## config.mk

```make
export PLATFORM = sky130hd
export DESIGN_NAME = gyro_z_selectable_filter
export DESIGN_NICKNAME = d
export VERILOG_FILES = /design/src/design/gzsf_pkg.sv /design/src/design/gyro_z_selectable_filter.sv /design/src/design/gzsf_average.sv
export SDC_FILE = /design/constraint.sdc
export NUM_CORES = 2
export LEC_CHECK = 0
export BUFFER_PORTS_ARGS = -buffer_cell sky130_fd_sc_hd__buf_2
export CORE_MARGIN = 4
export CORE_UTILIZATION = 55
export CTS_CLUSTER_DIAMETER = 50
export DETAILED_ROUTE_END_ITERATION = 8
export PLACE_DENSITY = 0.72
export RECOVER_POWER = 100
export SYNTH_ARGS = -nofsm -noshare
export SYNTH_HDL_FRONTEND = slang
export SYNTH_HIERARCHICAL = 1
export SYNTH_SLANG_ARGS = --single-unit
```

## constraint.sdc

```tcl
create_clock -name clk -period 29.3 [get_ports clk]
set_clock_uncertainty 0.2 [all_clocks]
set_input_delay 2.93 -clock clk [delete_from_list [all_inputs] [get_ports clk]]
set_output_delay 2.93 -clock clk [all_outputs]
set_load 0.03 [all_outputs]
```

## src/design/gzsf_pkg.sv

```systemverilog
// ----------------------------------------------------------------------------
// gzsf_pkg
// shared widths, register indexes, mode codes and divider constants for the
// gyro z selectable filter
// ----------------------------------------------------------------------------
package gzsf_pkg;

  // raw sample and filtered z widths
  localparam int RATE_W = 16;
  localparam int FRAC_W = 8;
  localparam int Z_W    = RATE_W + FRAC_W;

  // moving average window
  localparam int WINDOW_LENGTH = 10;
  localparam int PTR_W = (WINDOW_LENGTH > 1) ? $clog2(WINDOW_LENGTH) : 1;
  localparam int SUM_W = RATE_W + 1 + $clog2(WINDOW_LENGTH);

  // divide by WINDOW_LENGTH: magnitude * DIV_MULT >> DIV_SHIFT, exact for
  // any magnitude below 2**DIV_IN_W
  localparam int DIV_IN_W   = SUM_W - 1 + FRAC_W;
  localparam int DIV_SHIFT  = DIV_IN_W + $clog2(WINDOW_LENGTH);
  localparam int DIV_MULT_W = DIV_SHIFT - $clog2(WINDOW_LENGTH) + 1;
  localparam longint unsigned DIV_MULT =
    ((64'd1 << DIV_SHIFT) + WINDOW_LENGTH - 1) / WINDOW_LENGTH;

  // configuration port
  localparam int CFG_INDEX_W = 1;
  localparam int CFG_DATA_W  = 9;
  localparam logic [CFG_INDEX_W-1:0] REG_FILTER_MODE  = 1'd0;
  localparam logic [CFG_INDEX_W-1:0] REG_BLEND_WEIGHT = 1'd1;

  // filter modes, the unused code behaves as pass-through
  localparam int MODE_W = 2;
  localparam logic [MODE_W-1:0] MODE_PASS    = 2'd0;
  localparam logic [MODE_W-1:0] MODE_AVERAGE = 2'd1;
  localparam logic [MODE_W-1:0] MODE_LOWPASS = 2'd2;

  // low-pass weight, unsigned Q1.8
  localparam int WEIGHT_W = 9;
  localparam logic [WEIGHT_W-1:0] WEIGHT_ONE = 9'd256;
  localparam logic [WEIGHT_W-1:0] WEIGHT_RESET = 9'd64;

  localparam int IN_DATA_W  = 3 * RATE_W;
  localparam int OUT_DATA_W = 2 * RATE_W + Z_W;

endpackage

```

## src/design/gyro_z_selectable_filter.sv

```systemverilog
// ----------------------------------------------------------------------------
// gyro_z_selectable_filter
// three-axis gyro sample stream; x and y pass through, z is widened to eight
// fraction bits and filtered by pass-through, moving average or low-pass
// ----------------------------------------------------------------------------
//
// channel  direction  handshake                beat contents (low bit up)
// s_axis   in         s_tvalid / s_tready      rate_x_raw, rate_y_raw, rate_z_raw
// m_axis   out        m_tvalid / m_tready      rate_x_out, rate_y_out, rate_z_filtered
// cfg      in         cfg_valid / cfg_ready    cfg_index, cfg_data
//
// one beat per cycle sustained while m_tready stays high; a sample is held
// in the input register, then the filter path (ring sum plus reciprocal
// multiply, or the low-pass multiply) writes the output register
// reset (rst, synchronous) clears the ring, sum, pointer, last z output and
// both valid flags, and loads filter_mode 1 and blend_weight 64
// a stall on m_tready holds the output beat; the input register still takes
// one more beat, then s_tready drops until the output drains
// cfg_ready is always high
//
module gyro_z_selectable_filter (
  input  logic                                 clk,
  input  logic                                 rst,
  // rate_x_raw [15:0], rate_y_raw [31:16], rate_z_raw [47:32]
  input  logic [gzsf_pkg::IN_DATA_W-1:0]       s_tdata,
  input  logic                                 s_tvalid,
  output logic                                 s_tready,
  // rate_x_out [15:0], rate_y_out [31:16], rate_z_filtered [55:32]
  output logic [gzsf_pkg::OUT_DATA_W-1:0]      m_tdata,
  output logic                                 m_tvalid,
  input  logic                                 m_tready,
  input  logic                                 cfg_valid,
  output logic                                 cfg_ready,
  input  logic [gzsf_pkg::CFG_INDEX_W-1:0]     cfg_index,
  input  logic [gzsf_pkg::CFG_DATA_W-1:0]      cfg_data
);

  // configuration registers
  logic [gzsf_pkg::MODE_W-1:0]   filter_mode;
  logic [gzsf_pkg::WEIGHT_W-1:0] blend_weight;

  // input register
  logic                               in_valid;
  logic signed [gzsf_pkg::RATE_W-1:0] in_x;
  logic signed [gzsf_pkg::RATE_W-1:0] in_y;
  logic signed [gzsf_pkg::RATE_W-1:0] in_z;

  // output register; the z field doubles as the last z output
  logic                               out_valid;
  logic signed [gzsf_pkg::RATE_W-1:0] out_x;
  logic signed [gzsf_pkg::RATE_W-1:0] out_y;
  logic signed [gzsf_pkg::Z_W-1:0]    last_z;

  logic advance;
  logic avg_step;

  logic signed [gzsf_pkg::Z_W-1:0]    z_wide;
  logic signed [gzsf_pkg::Z_W-1:0]    avg_z;
  logic signed [gzsf_pkg::Z_W-1:0]    lp_z;
  logic signed [gzsf_pkg::Z_W-1:0]    z_next;
  logic [gzsf_pkg::WEIGHT_W-1:0]      weight_sat;
  logic signed [gzsf_pkg::Z_W:0]      lp_diff;
  logic signed [gzsf_pkg::Z_W+gzsf_pkg::WEIGHT_W+1:0] lp_prod;
  logic signed [gzsf_pkg::Z_W+gzsf_pkg::WEIGHT_W+1:0] lp_biased;
  logic signed [gzsf_pkg::Z_W:0]      lp_step;

  // pipeline flow: the filter stage moves when the output slot is free
  assign advance  = in_valid && (!out_valid || m_tready);
  assign s_tready = !in_valid || advance;
  assign cfg_ready = 1'b1;
  assign avg_step = advance && (filter_mode == gzsf_pkg::MODE_AVERAGE);

  // configuration writes
  always_ff @(posedge clk) begin
    if (rst) begin
      filter_mode  <= gzsf_pkg::MODE_AVERAGE;
      blend_weight <= gzsf_pkg::WEIGHT_RESET;
    end else if (cfg_valid && cfg_ready) begin
      case (cfg_index)
        gzsf_pkg::REG_FILTER_MODE:  filter_mode  <= cfg_data[gzsf_pkg::MODE_W-1:0];
        gzsf_pkg::REG_BLEND_WEIGHT: blend_weight <= cfg_data[gzsf_pkg::WEIGHT_W-1:0];
        default: ;
      endcase
    end
  end

  // input register
  always_ff @(posedge clk) begin
    if (rst) begin
      in_valid <= 1'b0;
    end else if (s_tready) begin
      in_valid <= s_tvalid;
    end
  end

  always_ff @(posedge clk) begin
    if (s_tvalid && s_tready) begin
      in_x <= s_tdata[gzsf_pkg::RATE_W-1:0];
      in_y <= s_tdata[2*gzsf_pkg::RATE_W-1:gzsf_pkg::RATE_W];
      in_z <= s_tdata[3*gzsf_pkg::RATE_W-1:2*gzsf_pkg::RATE_W];
    end
  end

  // z in 1/256 of a raw LSB (eight fraction bits)
  assign z_wide = {in_z, {gzsf_pkg::FRAC_W{1'b0}}};

  // moving average ring
  gzsf_average u_average (
    .clk     (clk),
    .rst     (rst),
    .step    (avg_step),
    .sample  (in_z),
    .average (avg_z)
  );

  // low-pass: last + w*(z - last)/256, quotient truncated toward zero
  assign weight_sat = (blend_weight > gzsf_pkg::WEIGHT_ONE) ? gzsf_pkg::WEIGHT_ONE
                                                            : blend_weight;
  assign lp_diff   = (gzsf_pkg::Z_W+1)'(z_wide) - (gzsf_pkg::Z_W+1)'(last_z);
  assign lp_prod   = $signed({1'b0, weight_sat}) * lp_diff;
  assign lp_biased = lp_prod[gzsf_pkg::Z_W+gzsf_pkg::WEIGHT_W+1]
                   ? lp_prod + (gzsf_pkg::Z_W+gzsf_pkg::WEIGHT_W+2)'((1 << gzsf_pkg::FRAC_W) - 1)
                   : lp_prod;
  assign lp_step   = (gzsf_pkg::Z_W+1)'(lp_biased >>> gzsf_pkg::FRAC_W);
  assign lp_z      = gzsf_pkg::Z_W'((gzsf_pkg::Z_W+1)'(last_z) + lp_step);

  // mode select
  always_comb begin
    case (filter_mode)
      gzsf_pkg::MODE_AVERAGE: z_next = avg_z;
      gzsf_pkg::MODE_LOWPASS: z_next = lp_z;
      default:                z_next = z_wide;
    endcase
  end

  // output register
  always_ff @(posedge clk) begin
    if (rst) begin
      out_valid <= 1'b0;
      last_z    <= '0;
    end else begin
      if (advance) begin
        out_valid <= 1'b1;
        last_z    <= z_next;
      end else if (m_tready) begin
        out_valid <= 1'b0;
      end
    end
  end

  always_ff @(posedge clk) begin
    if (advance) begin
      out_x <= in_x;
      out_y <= in_y;
    end
  end

  assign m_tvalid = out_valid;
  assign m_tdata  = {last_z, out_y, out_x};

  ap_reset_empty: assert property (@(posedge clk)
    rst |=> !m_tvalid && !in_valid)
    else $error("valid set right after reset");

  ap_advance_fills: assert property (@(posedge clk) disable iff (rst)
    advance |=> m_tvalid)
    else $error("processed beat missing at output");

  ap_pass_frac: assert property (@(posedge clk) disable iff (rst)
    (advance && filter_mode != gzsf_pkg::MODE_AVERAGE
             && filter_mode != gzsf_pkg::MODE_LOWPASS)
    |=> m_tdata[2*gzsf_pkg::RATE_W+gzsf_pkg::FRAC_W-1:2*gzsf_pkg::RATE_W] == '0)
    else $error("pass-through z has fraction bits");

  ap_last_hold: assert property (@(posedge clk) disable iff (rst)
    !advance |=> $stable(last_z))
    else $error("last z output changed without a beat");

endmodule

```

## src/design/gzsf_average.sv

```systemverilog
// ----------------------------------------------------------------------------
// gzsf_average
// moving average ring with running sum and constant reciprocal divide
// ----------------------------------------------------------------------------
module gzsf_average (
  input  logic                                clk,
  input  logic                                rst,
  input  logic                                step,
  input  logic signed [gzsf_pkg::RATE_W-1:0]  sample,
  output logic signed [gzsf_pkg::Z_W-1:0]     average
);

  logic signed [gzsf_pkg::RATE_W-1:0] ring [gzsf_pkg::WINDOW_LENGTH];
  logic [gzsf_pkg::PTR_W-1:0]         ptr;
  logic signed [gzsf_pkg::SUM_W-1:0]  sum;
  logic signed [gzsf_pkg::SUM_W-1:0]  sum_next;
  logic [gzsf_pkg::SUM_W-1:0]         mag;
  logic [gzsf_pkg::DIV_IN_W-1:0]      scaled;
  logic [gzsf_pkg::DIV_IN_W+gzsf_pkg::DIV_MULT_W-1:0] prod;
  logic [gzsf_pkg::Z_W-1:0]           quot;

  // oldest entry leaves, new sample enters
  assign sum_next = sum + gzsf_pkg::SUM_W'(sample) - gzsf_pkg::SUM_W'(ring[ptr]);

  // truncate toward zero: divide the magnitude, then restore the sign
  assign mag    = sum_next[gzsf_pkg::SUM_W-1] ? gzsf_pkg::SUM_W'(-sum_next)
                                              : gzsf_pkg::SUM_W'(sum_next);
  assign scaled = {mag[gzsf_pkg::SUM_W-2:0], {gzsf_pkg::FRAC_W{1'b0}}};
  assign prod   = (gzsf_pkg::DIV_IN_W+gzsf_pkg::DIV_MULT_W)'(scaled)
                * (gzsf_pkg::DIV_IN_W+gzsf_pkg::DIV_MULT_W)'
                    (gzsf_pkg::DIV_MULT_W'(gzsf_pkg::DIV_MULT));
  assign quot   = gzsf_pkg::Z_W'(prod >> gzsf_pkg::DIV_SHIFT);
  assign average = sum_next[gzsf_pkg::SUM_W-1] ? -$signed(quot) : $signed(quot);

  always_ff @(posedge clk) begin
    if (rst) begin
      for (int i = 0; i < gzsf_pkg::WINDOW_LENGTH; i++) begin
        ring[i] <= '0;
      end
      ptr <= '0;
      sum <= '0;
    end else if (step) begin
      ring[ptr] <= sample;
      sum <= sum_next;
      if (ptr == gzsf_pkg::PTR_W'(gzsf_pkg::WINDOW_LENGTH - 1)) begin
        ptr <= '0;
      end else begin
        ptr <= ptr + 1'b1;
      end
    end
  end

  ap_ptr_range: assert property (@(posedge clk) disable iff (rst)
    ptr <= gzsf_pkg::PTR_W'(gzsf_pkg::WINDOW_LENGTH - 1))
    else $error("ring pointer past window");

  ap_sum_hold: assert property (@(posedge clk) disable iff (rst)
    !step |=> $stable(sum) && $stable(ptr))
    else $error("ring changed without a step");

endmodule
```

# --- Yosys cells after proc, flatten, opt, wreduce, memory -nomap -nowiden ---
# Memories as Yosys holds them, arrays and structs flattened. A register that Yosys moved wholly into a read port is not among the register bits.
# Index checks and enable logic that the tools add are counted.
# W data, S select, Z words.
totals:
  n_memories: 1
  word_cells: 57
  regBits: 142
  ramBits: 160
  output_inout_bits: 59
mem_list:
  columns: ["name", "words", "width", "read_ports", "rd_clocked_by_memory_dff", "write_ports", "line", "rtl"]
  rows:
  - ["u_average.ring", 10, 16, 1, 1, 10, "gzsf_average.sv:13", "logic signed [gzsf_pkg::RATE_W-1:0] ring [gzsf_pkg::WINDOW_LENGTH];"]
op_classes:
  magnitude_cmp: 1
  eq_ne: 3
  bitwise_logic: 1
  mux: 18
  multipliers: 2
  reduce_logical: 11
  add_sub_neg: 8
ops:
  columns: ["op", "count"]
  rows:
  - ["$pmux W24 S2", 1]
  - ["$mul A20 B28 Y47 const B", 1]
  - ["$mul A10 B25 Y35", 1]
  - ["$add A32 B9 Y32 const B", 1]
  - ["$mux W32", 1]
  - ["$sub A24 B24 Y25", 1]
  - ["$add A24 B24 Y24", 1]
  - ["$mux W24", 1]
  - ["$neg A24 Y24", 1]
  - ["$add A21 B16 Y21", 1]
  - ["$sub A21 B16 Y21", 1]
  - ["$mux W20", 1]
  - ["$neg A20 Y20", 1]
  - ["$mux W16", 1]
  - ["$mux W4", 4]
  - ["$reduce_or A16 Y1", 1]
  - ["$gt A9 B9 Y1 const B", 1]
  - ["$mux W9", 1]
  - ["$mux W1", 8]
  - ["$add A4 B1 Y4 const B", 1]
  - ["$eq A4 B4 Y1 const B", 1]
  - ["$reduce_and A2 Y1", 2]
  - ["$logic_and A1 B1 Y1", 3]
  - ["$eq A2 B1 Y1 const B", 1]
  - ["other kinds (5)", 7]

# --- Depth between registers and ports, before layout ---
depth:
  word_depth: 9
  ltp_mapped: 51
  ltp_nobuf: 47

# --- Modules after synthesis ---
# Netlist, hierarchy kept.
modules_own_cells:
  columns: ["module", "n_inst", "area_each_um2", "cells_each"]
  rows:
  - ["gzsf_average", 1, 21580.7, 1876]
  - ["gyro_z_selectable_filter", 1, 15065.7, 1665]

# --- Worst setup path after synthesis ---
# OpenSTA, ideal clock, no wires.
synth_path:
  path_type: "register to register"
  from: "register with a tool-made name"
  to: "register last_z[23] (netlist name)"
  path_stages_with_launch: 48
  setup_slack_ns: 16.167
  arrival_time_ns: 12.871
  setup_time_ns: 0.062
  synth_period_minus_slack_ns: 13.133
  n_path_buf: 4
  path_cell_list: "dfxtp_1 > clkbuf_1 > buf_1 > mux4_2 > mux4_2 > ha_1 > inv_1 > ha_1 > fa_1 > a211o_1 > a21o_1 > o21ai_0 > xor2_1 > inv_1 > a2111oi_0 > or3b_1 > nor4_1 > a21oi_1 > [... 12 more ...] > ha_1 > clkbuf_1 > nand4_1 > or4_1 > a211oi_1 > or3_1 > buf_1 > a2111oi_4 > or3_1 > a2111oi_4 > nand4_4 > o41ai_2 > xnor2_1 > nand2_1 > nor2_1 > a211oi_1 > a211o_1 > nand3_1"
synth_lines:
  columns: ["element", "line", "rtl"]
  rows:
  - ["end signal, assigned", "gyro_z_selectable_filter.sv:144", "last_z <= z_next;"]
  - ["end, declared", "gyro_z_selectable_filter.sv:52", "logic signed [gzsf_pkg::Z_W-1:0] last_z;"]

==> impl_metrics.yaml <==
floorplanning:
  coreArea_sq_mm: 0.0659
  io_pins: 122
  rows: 94
  start_util: 0.556
  chipWidth_um: 266
  chipHeight_um: 266
  die_area_sq_mm: 0.0708
clocking:
  cts_inserted_buffers: 46
  clk_path_buf_depth: 3
  post-cts-setup-buffers: 0
  cts_root_buf: "clkbuf_16"
  cts_hold_buf: 0
  cts-resized-gates: 0
  cts_tree: "yes"
  h-tree-depth: 2
  clkTransAtPathRegs_ns: 0.07
  numClockSinks: 402
  clk_latency_ns: 0.59
global_routing:
  overflow: 0
  antenna_found_initial: 1
  grt_pass1_wl_um: 151000
  grt_usage: 0.271
  grt_pass1_vias: 27016
  grt_max_degree: 75
detailed_routing:
  viasPerCell: 5.91
  drc: 0
  antenna_left: 0
  drtIter0Drc: 2572
  num_vias: 26752
  drt_first_pass_iters: 5
  wl_um: 95200
  wl_per_cell_um: 21.0
sta:
  tightest_slew_ns: 3.99
  finalSetupTns_ns: 0
  fin_crit_sh: 0.622
  slew_headroom: -1.66
  hold_viol: 0
  final.min_clock_period_ns: 18.24
  rsz0062_at_grt: "no"
  setup_viol: 0
  slew_viol_final: 320
  whs_ns: 0.213
  fmax_mhz: 54.8
synthesis:
  yosys.area.top_type: "edfxtp_1"
  ys_seq_elements: 402
  postSynthNetCount: 4248
  synth_cell_types: 112
  synth_cells: 3541
  synth_top_area_share: 0.275
  ys_seq_area_frac: 0.311
  async_reset_ff_frac: 0
  synth_edf_count: 336
  yosys_most_used_dff: "edfxtp_1"
  synthTopCellsByArea: "edfxtp_1 (28%), fa_1 (18%), ha_1 (11%), inv_1 (5.5%), mux4_2 (4.9%)"
  syn_area_per_cell_sq_um: 10.3
  yosys_warnings: 6
  syn_area_sq_mm: 0.0366
placed_design:
  gp_congestion: 0.947
  dp_hpwl_um: 72800
  port_buffers: 120
cells_and_area:
  diodes: 0
  synthToLayoutAreaGrowth_pct: 7.91
  nets: 4333
  drive_gt1_frac: 0.0819
hold_path:
  hold_path.class: "flop to flop"
setup_path:
  critPathMaxFanout: 37
  critPathCaptureType: "flop"
  required_ns: 29.62
  startpoint_type: "flop"
  slowest_delay_ns: 2.28
  critical_path_class: "flop to flop"
  cp_common_cell: "fa_1"
  r2r_slack_ns: 11.07
  slowest_stage: "clkbuf_1"
  cp.arrival_ns: 18.56
run_status:
  violations: "capacitance limit, slew limit"
  status: "complete, but fails checks"
job:
  cap_violations: 9
## cells in the final DEF, fill, tap and decap left out, types with 46 or more instances in the layout
cell type | netlist | routed
nor3_1 | 60 | 60
xnor2_1 | 115 | 114
clkbuf_1 | 92 | 86
dfxtp_1 | 66 | 64
fa_1 | 328 | 328
nor2_1 | 317 | 317
inv_1 | 533 | 532
xor2_1 | 47 | 47
mux4_2 | 80 | 80
clkbuf_16 | 0 | 46
a21oi_1 | 159 | 159
ha_1 | 316 | 316
nand3_1 | 50 | 50
edfxtp_1 | 336 | 336
and2_1 | 78 | 72
nand2_1 | 306 | 307
buf_2 | 13 | 61
o21ai_0 | 69 | 71
## layer usage
| metal | global-route usage | vias up | share of wire |
|---|---|---|---|
| li1 | - | 12310 | - |
| met1 | 0.392 | 13217 | 0.44 |
| met2 | 0.426 | 1048 | 0.45 |
| met3 | 0.0484 | 173 | 0.080 |
| met4 | 0.0748 | 4 | 0.031 |
| met5 | 0 | - | 0.00032 |
## worst max-delay path: cells and delay by family (launching register included)
kind,cells,cell delay [ns]
muxes,2,1.20
xor gates and xnor gates,3,0.83
adders and majority gates,11,4.70
buffers and inverters,5,2.59
and+or+nand+nor,8,1.88
AOI/OAI and AO/OA,14,5.14
DFF,1,1.59
## cells in the mapped netlist (10+ instances only)
master and count:
o21bai_1 14, and3_1 23, o31ai_1 17, mux4_2 80, a211oi_1 27, nor4_1 23
and2_1 78, dfxtp_1 66, nand3_1 50, buf_2 13, a31oi_1 16, nand3b_1 12
a22oi_1 17, and4_1 13, ha_1 316, nor2_1 317, inv_1 533, buf_1 13
a2111oi_0 10, a21oi_1 159, o21ai_0 69, clkbuf_1 92, mux2i_1 22, nor3_1 60
nor2b_1 28, edfxtp_1 336, xor2_1 47, fa_1 328, nand2_1 306, o211ai_1 18
a21o_1 41, nand2b_1 37, xnor2_1 115, nor3b_1 11, o21a_1 15, a221oi_1 10
or3_1 16, nand4_1 17
## area by class of cell
| cell class | count | area, sq um |
|---|---|---|
| Fill cell | 5569 | 26300 |
| Multi-Input combinational cell | 2481 | 22700 |
| Sequential cell | 402 | 11400 |
| Inverter | 534 | 2000 |
| Clock buffer | 56 | 1200 |
| Tap cell | 864 | 1080 |
| Timing Repair Buffer | 161 | 767 |
| Clock inverter | 30 | 399 |
## cells by family after synthesis
family | Yosys count | synth area share
multiplexers | 105 | 0.0561
adder cells (fa/ha/maj) | 644 | 0.287
flip-flops | 402 | 0.311
other | 1 | 0.000102
AO/OA/AOI/OAI | 525 | 0.0986
AND/OR/NAND/NOR | 1040 | 0.138
buffers and inverters | 658 | 0.0685
XOR/XNOR | 166 | 0.0407
## registers in the layout, summed over array words and instances, names as in the netlist, named ones only
signal and cells:
m_tvalid 1, in_y 16, out_y 16, u_average/ptr 4
blend_weight 9, out_x 16, in_x 16, filter_mode 2
in_valid 1, last_z 24, in_z 16, u_average/ring 256
u_average/sum 21
## per-stage QoR
stage	setup WS (ns)	area, sq um	utilization	instances
global placement	14.78	38200	0.579	4442
CTS	14.63	39800	0.604	4528
finish	11.07	39500	0.600	4528
global route	9.36	39500	0.600	4528
floorplan	16.17	36600	-	3541
detailed placement	14.71	38200	0.579	4442
## worst paths after layout
kind,end,from,depth (start not counted)
worst max-delay path,last_z[23],flop,43
worst min-delay path,out_y[6],in_y[6],0
worst max register to register,last_z[23],flop,43
worst min register to register,out_y[6],in_y[6],0
Power is not shown: default switching activity piles up to over one toggle a cycle in this logic, so the estimate is an artifact.
